<file path="config.mk">
export PLATFORM = sky130hd
export DESIGN_NAME = cptc_ram
export DESIGN_NICKNAME = d
export VERILOG_FILES = /design/src/hdl/cptc_ram.sv
export SDC_FILE = /design/constraint.sdc
export NUM_CORES = 1
export LEC_CHECK = 0
export BUFFER_PORTS_ARGS = -buffer_cell sky130_fd_sc_hd__buf_4
export CAP_MARGIN = 20
export CORE_MARGIN = 5
export CORE_UTILIZATION = 60
export DETAILED_ROUTE_END_ITERATION = 6
export PLACE_DENSITY_LB_ADDON = 0.12
export SLEW_MARGIN = 20
export SYNTH_ARGS = -nofsm -noshare
export SYNTH_HDL_FRONTEND = slang
export SYNTH_SLANG_ARGS = --single-unit
</file>
<file path="constraint.sdc">
create_clock -name clock -period 1.7 [get_ports clock]
set_input_delay 0 -clock clock [delete_from_list [all_inputs] [get_ports clock]]
set_output_delay 0 -clock clock [all_outputs]
set_load 0.01 [all_outputs]
</file>
<file path="src/hdl/cptc_ram.sv">
// ----------------------------------------------------------------------------
// cptc_ram
// generic single write, single read ram with registered read data
// ----------------------------------------------------------------------------
module cptc_ram #(
   parameter int WIDTH  = 8,
   parameter int DEPTH  = 16,
   parameter int ADDR_W = $clog2(DEPTH)
) (
   input  logic              clock,
   input  logic              wr_en,
   input  logic [ADDR_W-1:0] wr_addr,
   input  logic [WIDTH-1:0]  wr_data,
   input  logic [ADDR_W-1:0] rd_addr,
   output logic [WIDTH-1:0]  rd_data
);

   logic [WIDTH-1:0] mem [DEPTH];
   logic [WIDTH-1:0] rd_data_ff;

   always_ff @(posedge clock) begin
      if (wr_en) begin
         mem[wr_addr] <= wr_data;
      end
      rd_data_ff <= mem[rd_addr];
   end

   assign rd_data = rd_data_ff;

endmodule

</file>
==> reports/qor.yml <==
drc: 0
dp_hpwl_um: 6181
worstSetupPathType: "flip-flop to flip-flop"
grt_pass1_wl_um: 15770
insertion_delay_ns: 0.51
antenna_found_initial: 0
numCtsBuffers: 17
coreArea_sq_um: 8299
grt_usage_pct: 21.88
die_x_um: 102.6
critPathRequiredTime_ns: 2.09
cts_setup_buffers: 0
finalCriticalPeriod_ns: 1.366
arrival_ns: 1.75
synth_top_cell_area_share_pct: 74.67
vias_per_cell: 6.010
drt-wirelength-per-cell_um: 24.51
wirelength_um: 10170
drv_slew: 0
ys_top_cells_by_count: "128 x edfxtp_1, 18 x mux4_2, 16 x a22oi_1"
synth.most_common_cell: "edfxtp_1"
synth_area_sq_um: 5147
rsz0062_at_grt: "no"
power_density_nw_per_um2: 1277
vdd_drop_max_uv: 713.2
htreeDepth: 4
postLayoutCellArea_sq_um: 6300
ctsRootBufferMaster: "clkbuf_8"
synth_top_cell_by_area: "edfxtp_1"
finalCritPeriodShare_pct: 80.35
endpoint: "rd_data[4]"
critPathLaunchType: "flip-flop"
drtPass1Iterations: 4
synth_edf_count: 128
drv_cap: 0
ys_seq_area_share_pct: 77.78
diodes: 0
tightest_slew_ns: 0.4505
synthArstFlopShare_pct: 0
rows: 33
regToRegSetupSlack_ns: 0.33
finClkSkew_ns: 0.01493
fill_cells: 466
synth-main-ff-cell: "edfxtp_1"
cts_sinks: 136
synth_warnings: 0
end_kind: "flip-flop"
max_freq_mhz: 732.1
holdWs_ns: 0.01431
start_util_pct: 62.02
syn_nets: 247
post-place-ws_ns: 0.2559
grt_max_degree: 33
finalNetCount: 315
grt_pass1_vias: 2727
final_hold_viol_count: 0
rr_endpoint: "rd_data[4]"
startpoint: "mem[6][4]"
die_h_um: 102.6
place_area_sq_um: 5588
ys_top_cells_by_area: "edfxtp_1 75%, mux4_2 7.9%, mux4_1 7.1%"
area_growth_pct: 22.39
p_leak_nw: 2.192
ant_nets: 0
portBuffers: 25
hold_path.class: "input port to flip-flop"
setup_viol_count_final: 0
cts_buffer_depth: 2
vias: 2494
r2r_start: "mem[6][4]"
ys_types: 19
ff2ff_path_depth: 3
boundaryPins: 26
avgSynthCellArea_sq_um: 22.48
worst_slack_ns: 0.3341
status: "complete, no violations"
tns_ns: 0
ctsResizeCount: 0
worstHoldStart: "wr_addr[0]"
die_area_sq_um: 10530
drt_iter0_drc: 148
synth_cells: 229
cts.clk_slew.worst_paths_ns: 0.06
drive_above_1_share_pct: 32.26
crit_fanout: 1
synth-seq-cells: 136
relSlewSlack_pct: 69.97
cts_tree: "done"
overflow: 0
gp_congestion: 0.8166
cts_hold_buf: 8
[per-layer routing]
metal	vias to the layer above	wire [um]	track usage, %
met1	1289	4249	29.10
met4	0	80	7.366
met5	-	0	0
met2	89	5272	36.25
met3	8	567	5.007
li1	1108	-	-
[flip-flops by register name, summed over array words and instances (netlist names)]
signal	count
mem	128
rd_data	8
[layout make-up]
| type | instances | area (sq um) | share of cell area (%) |
|---|---|---|---|
| Sequential cell | 136 | 4004 | 63.56 |
| Clock buffer | 20 | 435.4 | 6.912 |
| Tap cell | 105 | 131.4 | 2.085 |
| Multi-Input combinational cell | 83 | 1057 | 16.78 |
| Timing Repair Buffer | 59 | 475.5 | 7.547 |
| Clock inverter | 12 | 196.4 | 3.118 |
[power breakdown]
part / total (W) / internal (W) / switching [W]
clock: 0.00388 / 0.00256 / 0.00131
sequential: 0.00377 / 0.00375 / 0.0000226
combinational: 0.000396 / 0.000189 / 0.000207
total: 0.00805 / 0.00650 / 0.00154
[cell usage in the layout, fill, tap and decap left out]
cell / netlist / final
buf_4: 1 / 50
nor2_1: 13 / 13
and2b_1: 1 / 1
buf_12: 0 / 1
or3b_2: 1 / 1
nand2b_1: 2 / 2
mux4_1: 14 / 14
nor2b_1: 1 / 1
mux4_2: 18 / 18
nand2_1: 9 / 9
clkbuf_1: 0 / 2
a22oi_1: 16 / 16
edfxtp_1: 128 / 128
and2_1: 1 / 1
nand3_1: 1 / 1
clkinvlp_4: 0 / 3
nor3_1: 4 / 4
inv_6: 0 / 1
nand3b_1: 2 / 2
clkbuf_8: 0 / 2
bufinv_16: 0 / 5
dlygate4sd3_1: 0 / 8
clkinv_2: 0 / 3
clkbuf_16: 0 / 16
dfxtp_1: 8 / 8
[worst min path at each step]
| stage | slack [ns] | end | cells past startpoint |
|---|---|---|---|
| final | 0.01 | mem[4][6] | 3 |
| after global routing | 0.01 | mem[4][6] | 3 |
| after CTS | 0.0007 | mem[4][1] | 3 |
| after detailed placement | 0.31 | mem[6][1] | 1 |
| after global placement | 0.31 | mem[5][1] | 1 |
| after floorplan | 0.1 | mem[0][0] | 0 |
[critical path, stage by stage, from the launching register on]
cell      delay, ns
edfxtp_1       0.40
mux4_2         0.50
a22oi_1        0.25
nand2_1        0.09
[through the flow]
stage          cells  util [%]  total power (W)
5_1_grt          415     75.91         0.008305
3_3_place_gp     375     67.33         0.004215
2_1_floorplan    229         -         0.004035
4_1_cts          415     75.91         0.008096
6_report         415     75.91         0.008045
3_5_place_dp     375     67.33         0.004222
[cell families (layout without fill, tap and decap cells)]
kind of cell,count (synthesis),after routing,synth area share (%)
DFF,136,136,77.78
buffers and inverters,10,91,1.677
AOI/OAI and AO/OA,16,16,2.334
and+or+nand+nor,35,35,3.184
muxes,32,32,15.02
(Power assumes the default switching activity.)
